[src/hdl/keyed_record_table_lru_evict_core_assert.svh]
// Assertion macros for the keyed record table RTL.
`ifndef KEYED_RECORD_TABLE_LRU_EVICT_CORE_ASSERT_SVH
`define KEYED_RECORD_TABLE_LRU_EVICT_CORE_ASSERT_SVH

`ifndef NO_ASSERTIONS

// Clocked implication check with an asynchronous active-low reset.
`define KRT_ASSERT_CLK(lbl, clk, rst_n, prop, msg) \
  lbl: assert property (@(posedge clk) disable iff (!rst_n) prop) else $error(msg);

// Condition that must never hold at a clock edge outside reset.
`define KRT_ASSERT_NEVER(lbl, clk, rst_n, cond, msg) \
  lbl: assert property (@(posedge clk) disable iff (!rst_n) !(cond)) else $error(msg);

`else

`define KRT_ASSERT_CLK(lbl, clk, rst_n, prop, msg)
`define KRT_ASSERT_NEVER(lbl, clk, rst_n, cond, msg)

`endif

`endif

[src/hdl/krt_pkg.sv]
// Types, constants and helpers shared by the keyed record table modules.
`default_nettype none

package krt_pkg;

  localparam int SLOTS      = 8;
  localparam int NAME_LIMIT = 9;
  localparam int CELL_MAX   = 16;

  localparam int SLOT_W = (SLOTS > 1) ? $clog2(SLOTS) : 1;

  localparam int KEY_W   = 64;
  localparam int TIME_W  = 48;
  localparam int MEAS_W  = 64;
  localparam int CELLS_W = 8;
  localparam int CCNT_W  = 5;
  localparam int OIDX_W  = 3;

  localparam int QDEPTH = 2;
  localparam int QPTR_W = (QDEPTH > 1) ? $clog2(QDEPTH) : 1;

  localparam logic [7:0] CHAR_SPACE = 8'h20;
  localparam logic [7:0] CHAR_TILDE = 8'h7E;

  typedef enum logic [1:0] {
    CMD_REC  = 2'd0,
    CMD_LOOK = 2'd1,
    CMD_ERR  = 2'd2
  } cmd_kind_e;

  typedef enum logic [1:0] {
    STAT_OK       = 2'd0,
    STAT_INVAL    = 2'd1,
    STAT_NOTFOUND = 2'd2
  } status_e;

  typedef enum logic [1:0] {
    ACT_WRITE = 2'd0,
    ACT_KEEP  = 2'd1,
    ACT_CLEAR = 2'd2
  } action_e;

  // One input beat, unpacked.
  typedef struct packed {
    logic               func;
    logic [KEY_W-1:0]   name_key;
    logic [TIME_W-1:0]  now_time;
    logic [MEAS_W-1:0]  measurement_word;
    logic [CELLS_W-1:0] reported_cells;
    logic               cells_present;
    logic [CELLS_W-1:0] cells_carried;
  } in_item_t;

  // Classified command passed from the front to the back through the queue.
  typedef struct packed {
    cmd_kind_e          kind;
    logic [KEY_W-1:0]   key;
    logic [TIME_W-1:0]  now_time;
    logic [MEAS_W-1:0]  meas;
    logic [CELLS_W-1:0] rep;
    logic               present;
    logic [CELLS_W-1:0] carried;
  } cmd_t;

  // One result beat.
  typedef struct packed {
    status_e            status;
    logic [OIDX_W-1:0]  slot_num;
    logic               evicted;
    action_e            cell_action;
    logic [MEAS_W-1:0]  stored_measurements;
    logic [CELLS_W-1:0] stored_reported_cells;
    logic               stored_cells_valid;
    logic [CCNT_W-1:0]  stored_cell_count;
    logic [TIME_W-1:0]  stored_seen_time;
    logic [TIME_W-1:0]  stored_cell_time;
  } result_t;

  // Slot index as reported on the result: low bits, zero extended.
  function automatic logic [OIDX_W-1:0] out_idx(input logic [SLOT_W-1:0] idx);
    logic [SLOT_W+OIDX_W-1:0] ext;
    ext = {{OIDX_W{1'b0}}, idx};
    return ext[OIDX_W-1:0];
  endfunction

endpackage

`default_nettype wire

[src/hdl/keyed_record_table_lru_evict_core.sv]
// Top level of the keyed record table with least-recently-seen eviction.
//
//  Channel  | Direction | Handshake                   | Payload
//  ---------+-----------+-----------------------------+---------------------------------
//  s_axis   | in        | s_axis_tvalid/s_axis_tready | record or lookup beat
//  m_axis   | out       | m_axis_tvalid/m_axis_tready | one result beat per input beat
//
// In the slot engine a record or lookup beat is first picked from the queue;
// the scan then reads a single slot each cycle until every slot is read, and
// a last step writes the slot for a record and loads the result register. A
// beat rejected by the front end goes straight from the pick to that last step.
// Reset clears the slot used flags at once, so no clearing pass is needed.
// The input side stalls only while the two-entry command queue is full; a
// finished result waits in the output register while the engine takes the
// next command and scans, and the engine waits in its last step only while
// that register is still full and not being taken.
`default_nettype none

module keyed_record_table_lru_evict_core (
  input  logic         clk_i,
  input  logic         rst_ni,
  input  logic         s_axis_tvalid,
  output logic         s_axis_tready,
  // Fields from bit 0: name_key[63:0], now_time[111:64],
  // measurement_word[175:112], reported_cells[183:176], cells_present[184],
  // cells_carried[192:185], zero fill[199:193].
  input  logic [199:0] s_axis_tdata,
  // Fields from bit 0: func[0].
  input  logic         s_axis_tuser,
  output logic         m_axis_tvalid,
  input  logic         m_axis_tready,
  // Fields from bit 0: slot_num[2:0], evicted[3], cell_action[5:4],
  // stored_measurements[69:6], stored_reported_cells[77:70],
  // stored_cells_valid[78], stored_cell_count[83:79],
  // stored_seen_time[131:84], stored_cell_time[179:132], zero fill[183:180].
  output logic [183:0] m_axis_tdata,
  // Fields from bit 0: status[1:0].
  output logic [1:0]   m_axis_tuser
);
  import krt_pkg::*;

  in_item_t item;
  cmd_t     front_cmd;
  cmd_t     q_data;
  logic     q_full;
  logic     q_empty;
  logic     q_pop;
  result_t  res;

  // Unpack the input beat into its fields.
  assign item.func             = s_axis_tuser;
  assign item.name_key         = s_axis_tdata[63:0];
  assign item.now_time         = s_axis_tdata[111:64];
  assign item.measurement_word = s_axis_tdata[175:112];
  assign item.reported_cells   = s_axis_tdata[183:176];
  assign item.cells_present    = s_axis_tdata[184];
  assign item.cells_carried    = s_axis_tdata[192:185];

  // The front end checks the name and the cell fields in the accepting cycle.
  krt_front u_front (
    .item_i (item),
    .cmd_o  (front_cmd)
  );

  assign s_axis_tready = !q_full;

  krt_fifo u_fifo (
    .clk_i       (clk_i),
    .rst_ni      (rst_ni),
    .push_i      (s_axis_tvalid),
    .push_data_i (front_cmd),
    .full_o      (q_full),
    .pop_i       (q_pop),
    .pop_data_o  (q_data),
    .empty_o     (q_empty)
  );

  // The slot engine owns the table and the output register.
  krt_back u_back (
    .clk_i       (clk_i),
    .rst_ni      (rst_ni),
    .q_empty_i   (q_empty),
    .q_data_i    (q_data),
    .q_pop_o     (q_pop),
    .out_valid_o (m_axis_tvalid),
    .out_ready_i (m_axis_tready),
    .out_data_o  (res)
  );

  // Pack the result beat.
  assign m_axis_tuser = res.status;
  assign m_axis_tdata = {4'b0000,
                         res.stored_cell_time,
                         res.stored_seen_time,
                         res.stored_cell_count,
                         res.stored_cells_valid,
                         res.stored_reported_cells,
                         res.stored_measurements,
                         res.cell_action,
                         res.evicted,
                         res.slot_num};

endmodule

`default_nettype wire

[src/hdl/krt_front.sv]
// Front end: validates name and cell fields and classifies each beat.
`default_nettype none

module krt_front (
  input  krt_pkg::in_item_t item_i,
  output krt_pkg::cmd_t     cmd_o
);
  import krt_pkg::*;

  logic [7:0]       live;
  logic [7:0]       char_ok;
  logic [3:0]       name_len;
  logic [KEY_W-1:0] norm_key;
  logic             name_ok;
  logic             cells_bad;
  logic [7:0]       ch;

  always_comb begin
    live     = '0;
    char_ok  = '0;
    name_len = '0;
    norm_key = '0;
    ch       = '0;
    for (int i = 0; i < 8; i++) begin
      ch = item_i.name_key[8*i +: 8];
      if (i == 0) begin
        live[i] = (ch != 8'h00);
      end else begin
        live[i] = live[i-1] && (ch != 8'h00);
      end
      char_ok[i] = !live[i] || ((ch > CHAR_SPACE) && (ch <= CHAR_TILDE));
      norm_key[8*i +: 8] = live[i] ? ch : 8'h00;
      name_len = name_len + 4'(live[i]);
    end
    name_ok = live[0] && (&char_ok) && (name_len < 4'(NAME_LIMIT));
  end

  assign cells_bad = item_i.cells_present &&
                     ((item_i.cells_carried == '0) ||
                      (item_i.cells_carried > CELLS_W'(CELL_MAX)) ||
                      (item_i.cells_carried != item_i.reported_cells));

  always_comb begin
    cmd_o.key      = norm_key;
    cmd_o.now_time = item_i.now_time;
    cmd_o.meas     = item_i.measurement_word;
    cmd_o.rep      = item_i.reported_cells;
    cmd_o.present  = item_i.cells_present;
    cmd_o.carried  = item_i.cells_carried;
    if (!name_ok) begin
      cmd_o.kind = CMD_ERR;
    end else if (item_i.func) begin
      cmd_o.kind = CMD_LOOK;
    end else if (cells_bad) begin
      cmd_o.kind = CMD_ERR;
    end else begin
      cmd_o.kind = CMD_REC;
    end
  end

endmodule

`default_nettype wire

[src/hdl/krt_fifo.sv]
// Short command queue between the front end and the slot engine.
`default_nettype none

module krt_fifo (
  input  logic          clk_i,
  input  logic          rst_ni,
  input  logic          push_i,
  input  krt_pkg::cmd_t push_data_i,
  output logic          full_o,
  input  logic          pop_i,
  output krt_pkg::cmd_t pop_data_o,
  output logic          empty_o
);
  import krt_pkg::*;

  cmd_t              mem_q [QDEPTH];
  logic [QPTR_W-1:0] wr_ptr_q, wr_ptr_d;
  logic [QPTR_W-1:0] rd_ptr_q, rd_ptr_d;
  logic [QPTR_W:0]   count_q, count_d;
  logic              do_push, do_pop;

  assign full_o     = (count_q == (QPTR_W+1)'(QDEPTH));
  assign empty_o    = (count_q == '0);
  assign do_push    = push_i && !full_o;
  assign do_pop     = pop_i && !empty_o;
  assign pop_data_o = mem_q[rd_ptr_q];

  always_comb begin
    wr_ptr_d = wr_ptr_q;
    rd_ptr_d = rd_ptr_q;
    count_d  = count_q;
    if (do_push) begin
      wr_ptr_d = (wr_ptr_q == QPTR_W'(QDEPTH-1)) ? '0 : wr_ptr_q + 1'b1;
    end
    if (do_pop) begin
      rd_ptr_d = (rd_ptr_q == QPTR_W'(QDEPTH-1)) ? '0 : rd_ptr_q + 1'b1;
    end
    if (do_push && !do_pop) begin
      count_d = count_q + 1'b1;
    end else if (do_pop && !do_push) begin
      count_d = count_q - 1'b1;
    end
  end

  always_ff @(posedge clk_i or negedge rst_ni) begin
    if (!rst_ni) begin
      wr_ptr_q <= '0;
      rd_ptr_q <= '0;
      count_q  <= '0;
    end else begin
      wr_ptr_q <= wr_ptr_d;
      rd_ptr_q <= rd_ptr_d;
      count_q  <= count_d;
    end
  end

  always_ff @(posedge clk_i) begin
    if (do_push) begin
      mem_q[wr_ptr_q] <= push_data_i;
    end
  end

endmodule

`default_nettype wire

[src/hdl/krt_back.sv]
// Slot engine: scans the table, picks the target slot, writes it and drives the result.
`default_nettype none

`include "keyed_record_table_lru_evict_core_assert.svh"

module krt_back (
  input  logic             clk_i,
  input  logic             rst_ni,
  input  logic             q_empty_i,
  input  krt_pkg::cmd_t    q_data_i,
  output logic             q_pop_o,
  output logic             out_valid_o,
  input  logic             out_ready_i,
  output krt_pkg::result_t out_data_o
);
  import krt_pkg::*;

  typedef enum logic [2:0] {
    S_IDLE = 3'b001,
    S_SCAN = 3'b010,
    S_DONE = 3'b100
  } state_e;

  typedef struct packed {
    logic [KEY_W-1:0]   key;
    logic [TIME_W-1:0]  seen;
    logic [MEAS_W-1:0]  meas;
    logic [CELLS_W-1:0] rep;
  } slot_main_t;

  typedef struct packed {
    logic              cv;
    logic [CCNT_W-1:0] cc;
    logic [TIME_W-1:0] ctime;
  } slot_cell_t;

  state_e state_q, state_d;
  cmd_t   cmd_q, cmd_d;

  slot_main_t       main_q [SLOTS];
  slot_cell_t       cell_q [SLOTS];
  logic [SLOTS-1:0] used_q;

  logic [SLOT_W-1:0] cnt_q, cnt_d;
  logic              cnt_last;

  logic              match_q, match_d;
  logic [SLOT_W-1:0] match_idx_q, match_idx_d;
  slot_main_t        match_main_q, match_main_d;
  slot_cell_t        match_cell_q, match_cell_d;
  logic              free_q, free_d;
  logic [SLOT_W-1:0] free_idx_q, free_idx_d;
  logic [SLOT_W-1:0] min_idx_q, min_idx_d;
  slot_main_t        min_main_q, min_main_d;
  logic              min_cv_q, min_cv_d;

  slot_main_t        rd_main;
  slot_cell_t        rd_cell;
  logic              rd_used;

  logic              load;
  logic              wr_main, wr_cell;
  logic [SLOT_W-1:0] tgt;
  logic              evict;
  logic              keep;
  action_e           action;
  slot_main_t        new_main;
  slot_cell_t        new_cell;
  result_t           res;

  logic              out_valid_q, out_valid_d;
  result_t           out_q;

  logic              in_scan;
  logic              in_done;
  logic              out_stall;

  assign cnt_last = (cnt_q == SLOT_W'(SLOTS-1));
  assign rd_main  = main_q[cnt_q];
  assign rd_cell  = cell_q[cnt_q];
  assign rd_used  = used_q[cnt_q];

  // Sequencer: pop, scan every slot once unless the command is an error, then finish.
  always_comb begin
    state_d      = state_q;
    cmd_d        = cmd_q;
    cnt_d        = cnt_q;
    match_d      = match_q;
    match_idx_d  = match_idx_q;
    match_main_d = match_main_q;
    match_cell_d = match_cell_q;
    free_d       = free_q;
    free_idx_d   = free_idx_q;
    min_idx_d    = min_idx_q;
    min_main_d   = min_main_q;
    min_cv_d     = min_cv_q;
    q_pop_o      = 1'b0;
    load         = 1'b0;
    unique case (state_q)
      S_IDLE: begin
        if (!q_empty_i) begin
          q_pop_o = 1'b1;
          cmd_d   = q_data_i;
          cnt_d   = '0;
          match_d = 1'b0;
          free_d  = 1'b0;
          state_d = (q_data_i.kind == CMD_ERR) ? S_DONE : S_SCAN;
        end
      end
      S_SCAN: begin
        if (rd_used && (rd_main.key == cmd_q.key) && !match_q) begin
          match_d      = 1'b1;
          match_idx_d  = cnt_q;
          match_main_d = rd_main;
          match_cell_d = rd_cell;
        end
        if (!rd_used && !free_q) begin
          free_d     = 1'b1;
          free_idx_d = cnt_q;
        end
        // Strict less-than keeps the lowest index on equal seen times.
        if ((cnt_q == '0) || (rd_main.seen < min_main_q.seen)) begin
          min_idx_d  = cnt_q;
          min_main_d = rd_main;
          min_cv_d   = rd_cell.cv;
        end
        if (cnt_last) begin
          state_d = S_DONE;
        end else begin
          cnt_d = cnt_q + 1'b1;
        end
      end
      S_DONE: begin
        if (!out_valid_q || out_ready_i) begin
          load    = 1'b1;
          state_d = S_IDLE;
        end
      end
      default: begin
        state_d = S_IDLE;
      end
    endcase
  end

  // Target choice and preserve rule. The evicted slot is always in use.
  always_comb begin
    if (match_q) begin
      tgt   = match_idx_q;
      evict = 1'b0;
      keep  = match_cell_q.cv && (match_main_q.rep == cmd_q.rep);
    end else if (free_q) begin
      tgt   = free_idx_q;
      evict = 1'b0;
      keep  = 1'b0;
    end else begin
      tgt   = min_idx_q;
      evict = 1'b1;
      keep  = min_cv_q && (min_main_q.rep == cmd_q.rep);
    end
    if (cmd_q.present) begin
      action = ACT_WRITE;
    end else if (keep) begin
      action = ACT_KEEP;
    end else begin
      action = ACT_CLEAR;
    end
  end

  always_comb begin
    new_main.key  = cmd_q.key;
    new_main.seen = cmd_q.now_time;
    new_main.meas = cmd_q.meas;
    new_main.rep  = cmd_q.rep;
    if (action == ACT_WRITE) begin
      new_cell.cv    = 1'b1;
      new_cell.cc    = cmd_q.carried[CCNT_W-1:0];
      new_cell.ctime = cmd_q.now_time;
    end else begin
      new_cell = '0;
    end
  end

  assign wr_main = load && (cmd_q.kind == CMD_REC);
  assign wr_cell = wr_main && (action != ACT_KEEP);

  always_comb begin
    res             = '0;
    res.status      = STAT_OK;
    res.cell_action = ACT_WRITE;
    case (cmd_q.kind)
      CMD_REC: begin
        res.slot_num    = out_idx(tgt);
        res.evicted     = evict;
        res.cell_action = action;
      end
      CMD_LOOK: begin
        if (match_q) begin
          res.slot_num              = out_idx(match_idx_q);
          res.stored_measurements   = match_main_q.meas;
          res.stored_reported_cells = match_main_q.rep;
          res.stored_cells_valid    = match_cell_q.cv;
          res.stored_cell_count     = match_cell_q.cc;
          res.stored_seen_time      = match_main_q.seen;
          res.stored_cell_time      = match_cell_q.ctime;
        end else begin
          res.status = STAT_NOTFOUND;
        end
      end
      default: begin
        res.status = STAT_INVAL;
      end
    endcase
  end

  always_comb begin
    out_valid_d = out_valid_q;
    if (load) begin
      out_valid_d = 1'b1;
    end else if (out_ready_i) begin
      out_valid_d = 1'b0;
    end
  end

  assign out_valid_o = out_valid_q;
  assign out_data_o  = out_q;

  always_ff @(posedge clk_i or negedge rst_ni) begin
    if (!rst_ni) begin
      state_q     <= S_IDLE;
      out_valid_q <= 1'b0;
      used_q      <= '0;
      cnt_q       <= '0;
      match_q     <= 1'b0;
      free_q      <= 1'b0;
    end else begin
      state_q     <= state_d;
      out_valid_q <= out_valid_d;
      cnt_q       <= cnt_d;
      match_q     <= match_d;
      free_q      <= free_d;
      if (wr_main) begin
        used_q[tgt] <= 1'b1;
      end
    end
  end

  always_ff @(posedge clk_i) begin
    cmd_q        <= cmd_d;
    match_idx_q  <= match_idx_d;
    match_main_q <= match_main_d;
    match_cell_q <= match_cell_d;
    free_idx_q   <= free_idx_d;
    min_idx_q    <= min_idx_d;
    min_main_q   <= min_main_d;
    min_cv_q     <= min_cv_d;
    if (load) begin
      out_q <= res;
    end
    if (wr_main) begin
      main_q[tgt] <= new_main;
    end
    if (wr_cell) begin
      cell_q[tgt] <= new_cell;
    end
  end

  assign in_scan   = (state_q == S_SCAN);
  assign in_done   = (state_q == S_DONE);
  assign out_stall = out_valid_q && !out_ready_i;

  `KRT_ASSERT_CLK(a_scan_ends, clk_i, rst_ni, (in_scan && cnt_last) |=> in_done, "scan overran")
  `KRT_ASSERT_CLK(a_done_waits, clk_i, rst_ni, (in_done && out_stall) |=> in_done, "result dropped")
  `KRT_ASSERT_CLK(a_slot_used, clk_i, rst_ni, wr_main |=> used_q[$past(tgt)], "slot not marked used")
  `KRT_ASSERT_NEVER(a_err_no_scan, clk_i, rst_ni, in_scan && (cmd_q.kind == CMD_ERR), "bad item scanned")

endmodule

`default_nettype wire
[config.mk]
export PLATFORM = sky130hd
export DESIGN_NAME = keyed_record_table_lru_evict_core
export DESIGN_NICKNAME = d
export VERILOG_FILES = /design/src/hdl/krt_pkg.sv /design/src/hdl/keyed_record_table_lru_evict_core.sv /design/src/hdl/krt_front.sv /design/src/hdl/krt_fifo.sv /design/src/hdl/krt_back.sv
export VERILOG_INCLUDE_DIRS = /design/src /design/src/hdl
export SDC_FILE = /design/constraint.sdc
export NUM_CORES = 2
export LEC_CHECK = 0
export BUFFER_PORTS_ARGS = -buffer_cell sky130_fd_sc_hd__buf_2
export CAP_MARGIN = 30
export CORE_ASPECT_RATIO = 0.8
export CORE_UTILIZATION = 50
export DETAILED_ROUTE_END_ITERATION = 8
export GPL_TIMING_DRIVEN = 0
export PLACE_DENSITY = 0.71
export SYNTH_ARGS = -nofsm -noshare
export SYNTH_HDL_FRONTEND = slang
export SYNTH_SLANG_ARGS = --single-unit
[constraint.sdc]
create_clock -name clk_i -period 38.9 [get_ports clk_i]
set_input_delay 0 -clock clk_i [delete_from_list [all_inputs] [get_ports clk_i]]
set_output_delay 0 -clock clk_i [all_outputs]
set_load 0.005 [all_outputs]
# Word level (Yosys, flattened, before mapping)
# Memories as Yosys holds them, arrays and structs flattened.
# Cells that the tools add are included.
op_classes:
  reduce_logical: 85
  mul: 0
  n_shift: 0
  n_mux: 56
  div_mod_pow: 0
  magnitude_cmp: 22
  eq_ne: 18
  bitwise_logic: 3
  n_addsub: 12
op_table:
  columns: ["operator", "n"]
  rows:
  - ["== test 64 bit", 1]
  - ["> comparator 8 x 6 -> 1 bit, second input constant", 8]
  - ["<= comparator 8 x 7 -> 1 bit, second input constant", 8]
  - ["2-to-1 mux 8 bit", 8]
  - ["nonzero test 8 bit", 8]
  - ["2-to-1 mux 54 bit", 1]
  - ["less-than comparator 48 bit", 1]
  - ["logical AND 1 bit", 30]
  - ["2-to-1 mux 3 bit", 9]
  - ["adder 4 x 1 -> 4 bit", 6]
  - ["2-to-1 mux 1 bit", 22]
  - ["== test 8 bit", 2]
  - ["zero test 1 bit", 16]
  - ["2-to-1 mux 2 bit", 8]
  - ["logical OR 1 bit", 12]
  - ["one-hot mux 3 bit (2 select lines)", 2]
  - ["AND reduction 3 bit", 4]
  - ["inequality test 2 bit, second input constant", 5]
  - ["AND reduction 2 bit", 5]
  - ["one-hot mux 3 bit (3 select lines)", 1]
  - ["> comparator 8 x 5 -> 1 bit, second input constant", 1]
  - ["zero test 8 bit", 1]
  - ["less-than comparator 3 x 4 -> 1 bit, second input constant", 2]
  - ["inequality test 8 bit", 1]
  - ["other kinds (24)", 34]
totals:
  mem_bits_rw: 2294
  n_memories: 3
  latch_bits: 0
  reg_bits: 635
  in_bits: 205
  out_inout_bits: 188
  romBits: 0
memory_table:
  columns: ["memory", "depth", "word_bits", "rd", "rd_ports_with_merged_regs", "write_ports", "line", "source"]
  rows:
  - ["u_back.main_q", 8, 184, 1, 0, 1, "krt_back.sv:40", "slot_main_t main_q [SLOTS];"]
  - ["u_back.cell_q", 8, 54, 1, 0, 1, "krt_back.sv:41", "slot_cell_t cell_q [SLOTS];"]
  - ["u_fifo.mem_q", 2, 195, 1, 0, 1, "krt_fifo.sv:16", "cmd_t mem_q [QDEPTH];"]

# Depth between registers and ports, before layout
logic_depth:
  ltp_word: 14
  mapped_depth: 20
  depth_no_buf: 18

# Hierarchy
# A second synthesis with hierarchy kept.
unflattened:
  cells_unflattened: 5066
  area_unflattened_um2: 111632.1
modules_own_cells:
  columns: ["module", "area_each_um2", "seq_area_each_um2", "cells_each", "instances"]
  rows:
  - ["krt_back", 94498.1, 76039.2, 4121, 1]
  - ["krt_fifo", 14845.5, 11811.3, 626, 1]
  - ["krt_front", 2250.9, 0.0, 313, 1]
  - ["keyed_record_table_lru_evict_core", 37.5, 0.0, 6, 1]

# Least setup slack after synthesis
# Ideal clock, no wire load.
synth_path:
  path_kind: "reg2reg"
  start: "register u_back.out_valid_q (netlist: u_back.out_valid_o)"
  end: "register u_back.used_q[7]"
  t_arrival_ns: 14.067
  stages_incl_launch_ff: 8
  required_time_ns: 38.785
  path_slack_ns: 24.718
  synth_period_minus_slack_ns: 14.182
  n_path_buf: 1
  cell_sequence: "dfrtp_1 -> nand2b_1 -> and3_1 -> nor3b_1 -> nand2b_1 -> clkbuf_1 -> nor2_1 -> or2_2"
synth_via:
  elab_chain_len: 5
synth_lines:
  columns: ["element", "line", "source"]
  rows:
  - ["from (decl)", "krt_back.sv:71", "logic out_valid_q, out_valid_d;"]
  - ["from (signal assigned)", "krt_back.sv:237", "out_valid_q <= out_valid_d;"]
  - ["zero test 1 bit", "krt_back.sv:134", "if (!out_valid_q || out_ready_i) begin"]
  - ["logical OR 1 bit", "krt_back.sv:134", null]
  - ["2-to-1 mux 1 bit", "krt_back.sv:134", null]
  - ["2-to-1 mux 1 bit", "krt_back.sv:99", "unique case (state_q)"]
  - ["via u_back.load", "krt_back.sv:61", "logic load;"]
  - ["logical AND 1 bit", "krt_back.sv:183", "assign wr_main = load && (cmd_q.kind == CMD_REC);"]
  - ["to (signal assigned)", "krt_back.sv:231", "used_q <= '0;"]
  - ["to (signal, indexed assignment)", "krt_back.sv:242", "used_q[tgt] <= 1'b1;"]
  - ["to (decl)", "krt_back.sv:42", "logic [SLOTS-1:0] used_q;"]
# The timed path passes the listed nets, and every way through them passes these cells.
# A chain may end at the register's enable or synchronous reset.

==> impl_metrics.py <==
metrics = {
    "outcome": {
        "outcome": "completed",
    },
    "floorplanning": {
        "die_area_um2": 220600,
        "start_util_pct": 50.33,
        "die_w_um": 524.9,
        "coreArea_um2": 217300,
        "ios": 393,
        "die_h_um": 420.3,
        "core.rowCount": 153,
    },
    "route": {
        "dr.pass1.iters": 5,
        "wl_um": 258500,
        "drt_iter0_drc": 6129,
        "drc": 0,
        "via_per_inst": 5.818,
        "wire_per_inst_um": 28.36,
        "ant_nets": 0,
        "vias": 53030,
    },
    "synth": {
        "yosysUniqueCellTypes": 60,
        "syn_area_per_cell_um2": 22.54,
        "synth-simple-area-share_pct": 2.618,
        "synthMuxAreaShare_pct": 14.11,
        "synth.top_cells.by_count": "edfxtp_1, mux4_2, mux2_2",
        "ys_seq_area_share_pct": 80.16,
        "synth_xor_xnor_area_share_pct": 0.6887,
        "synth_seq_cells": 2923,
        "syn_inst": 4851,
        "synthFlopType": "edfxtp_1",
        "synth_top_area_cell": "edfxtp_1",
        "ys_async_sr_fraction_pct": 0.7184,
        "synth-compound-area-share_pct": 0.7036,
        "synth_edf_count": 2902,
        "yosysMostFrequentCell": "edfxtp_1",
        "synth_area_leaders": "edfxtp_1, mux4_2, mux2_2",
        "ys_warn_count": 0,
        "post_synth_fa_ha_maj_area_fraction_pct": 0.6796,
        "netlist_area_um2": 109400,
        "synth_top_area_share_pct": 79.68,
        "synth_top_family_by_area": "multiplexers",
    },
    "grt": {
        "antenna_found_initial": 27,
        "grt_pass1_vias": 53650,
        "grtUsageTotal_pct": 23.37,
        "grt_max_degree": 96,
        "overflow": 0,
        "grt_pass1_wl_um": 369000,
    },
    "setup_path": {
        "cp_slowest_cell": "a21o_4",
        "worstPathRequired_ns": 39.40,
        "crit_path_end_kind": "flip-flop",
        "worstReg2RegStart": "u_back.cnt_q[1]",
        "critical_path.max_fanout": 60,
        "worstPathCellList": "buf_2 > buf_2 > buf_1 > clkbuf_2 > clkbuf_1 > mux4_2 > mux2_2 > ha_1 > a21o_1 > a21oi_1 > nor3_1 > a2111oi_0 > o221ai_1 > o211a_1 > a2111oi_0 > a21o_4",
        "crit_path_max_incr_delay_ns": 0.86,
        "cp_data_arrival_time_ns": 8.19,
        "path_class": "reg -> reg",
        "startpoint_type": "flip-flop",
        "startpoint": "u_back.cnt_q[1]",
    },
    "cts": {
        "clk_path_buf_depth": 4,
        "cts_tree": "done",
        "ctsHtreeMaxLevel": 5,
        "post_cts_buffers": 0,
        "clk_latency_ns": 0.95,
        "clock_sinks": 2923,
        "cts_root_buf": "clkbuf_16",
        "cts_buffers": 298,
        "clk_pin_slew_ns": 0.06,
    },
    "min_path": {
        "hold_path_class": "in -> reg",
        "holdCritStartpoint": "s_axis_tdata[52]",
    },
    "placed_design": {
        "gp_congestion": 0.8107,
        "portBuffers": 381,
        "post-dp-hpwl_um": 161500,
    },
    "final_layout": {
        "fin_nets": 6296,
        "drive_gt1_share_pct": 30.00,
        "fillCellCount": 14870,
        "multi_input_area_um2": 20690,
        "area_growth_pct": 19.01,
        "utilization_pct": 59.90,
        "final-seq-area_um2": 87670,
    },
    "timing": {
        "worst-slew-pin-transition_ns": 1.043,
        "rsz0062_at_grt": "no",
        "drv_slew": 0,
        "slew_headroom_pct": 30.44,
        "hold_viol": 0,
        "min_period_ns": 7.690,
        "fmax_ghz": 0.1300,
        "fin_crit_sh_pct": 19.77,
        "fin_setup_tns_ns": 0,
        "fin_skew_ns": 0.07961,
        "setup_viol": 0,
    },
    "job": {
        "drv_cap": 0,
    },
    "pwr": {
        "ir_drop_mv": 0.07209,
        "leakagePower_nw": 42.23,
        "p_per_area_nw_per_um2": 67.23,
    },
}
[final timing paths]
| check | end | slack (ns) | cells after the start |
|---|---|---|---|
| max | u_back.min_main_q[5] | 31.21 | 16 |
| min | u_fifo.mem_q[1][181] | 0.05 | 3 |
| max reg2reg | u_back.min_main_q[5] | 31.21 | 16 |
| min reg2reg | u_back.used_q[5] | 0.48 | 1 |
| max in group asynchronous | u_back.state_q[0] | 38.59 | 4 |
| min in group asynchronous | u_fifo.wr_ptr_q | 0.08 | 4 |
[worst max-delay path, delay by kind of cell (launching register included)]
kind / cells / cell delay [ns]
DFF: 1 / 0.41
muxes: 2 / 0.73
buffers and inverters: 5 / 2.92
and+or+nand+nor: 1 / 0.06
adders and majority gates: 1 / 0.32
AOI/OAI and AO/OA: 7 / 2.76
[metal layers]
layer,GRT usage (%),part of all wire (%)
met4,7.773,3.2
met2,37.23,48
met5,0,0.036
met3,4.080,7.9
met1,33.00,41
[report_power, final]
part / switching, W / leakage (nW) / internal [W]
logic: 0.000915 / 11.3 / 0.000648
registers: 0.000302 / 26.5 / 0.00417
clock network: 0.00115 / 4.45 / 0.00156
[flip-flops by register name, summed over array words and instances (netlist names), 8 cells and up]
register             cells
u_back.min_main_q       56
u_back.used_q            8
u_back.cmd_q           192
u_back.main_q         1472
u_back.out_data_o      182
u_back.cell_q          432
u_back.match_cell_q     54
u_fifo.mem_q           384
u_back.match_main_q    120
[stage by stage]
stage | cells | hold slack, ns | area (um^2) | setup slack, ns | total power, W
final | 9115 | 0.04683 | 130200 | 31.21 | 0.008751
after global routing | 9107 | 0.03840 | 130100 | 30.93 | 0.009043
after CTS | 9100 | 0.001058 | 130100 | 31.36 | 0.008803
after detailed placement | 8224 | 0.04248 | 117200 | 31.44 | 0.006071
after global placement | 8102 | 0.03359 | 114900 | 12.22 | 0.006081
after floorplan | 4854 | -0.2956 | 109400 | 24.72 | 0.005419
[timing repair]
action,4_1_cts,5_1_grt
endpoints found under the hold margin,538,0
hold buffers,373,0
gates resized for setup,0,0
[kinds of logic after synthesis]
| logic type | Yosys count |
|---|---|
| xor gates and xnor gates | 86 |
| and+or+nand+nor | 480 |
| muxes | 925 |
| DFF | 2923 |
| AOI/OAI and AO/OA | 109 |
| other | 1 |
| buffers and inverters | 270 |
| adders and majority gates | 57 |
[placed cells by master (no fill, tap or decap), drive strengths merged, types with 6 or more instances in the layout]
cell and instances:
mux2i 80, clkinvlp 14, xnor2 50, edfxtp 2902, diode 11, clkinv 109, o21ai 13, clkbuf 485
nand2 24, or4 6, mux4 454, nor3b 8, dfrtp 20, a21o 19, or2 7, nand4 31
a21oi 17, o22ai 19, nand3 14, bufinv 19, inv 73, nor4 20, buf 581, nor2 43
a221oi 13, ha 53, and2 285, nor3 18, xor2 36, mux2 391, dlygate4sd3 372, nand2b 11
[cell type report]
cell class	instances	share of cell area, %
Sequential cell	2923	67.36
Multi-Input combinational cell	1661	15.90
Timing Repair Buffer	880	6.070
Clock buffer	353	6.034
Tap cell	2867	2.756
Clock inverter	150	0.9622
Buffer	205	0.6940
Inverter	65	0.2105
Antenna cell	11	0.02115
No activity file was read; power rests on OpenSTA's default activity.
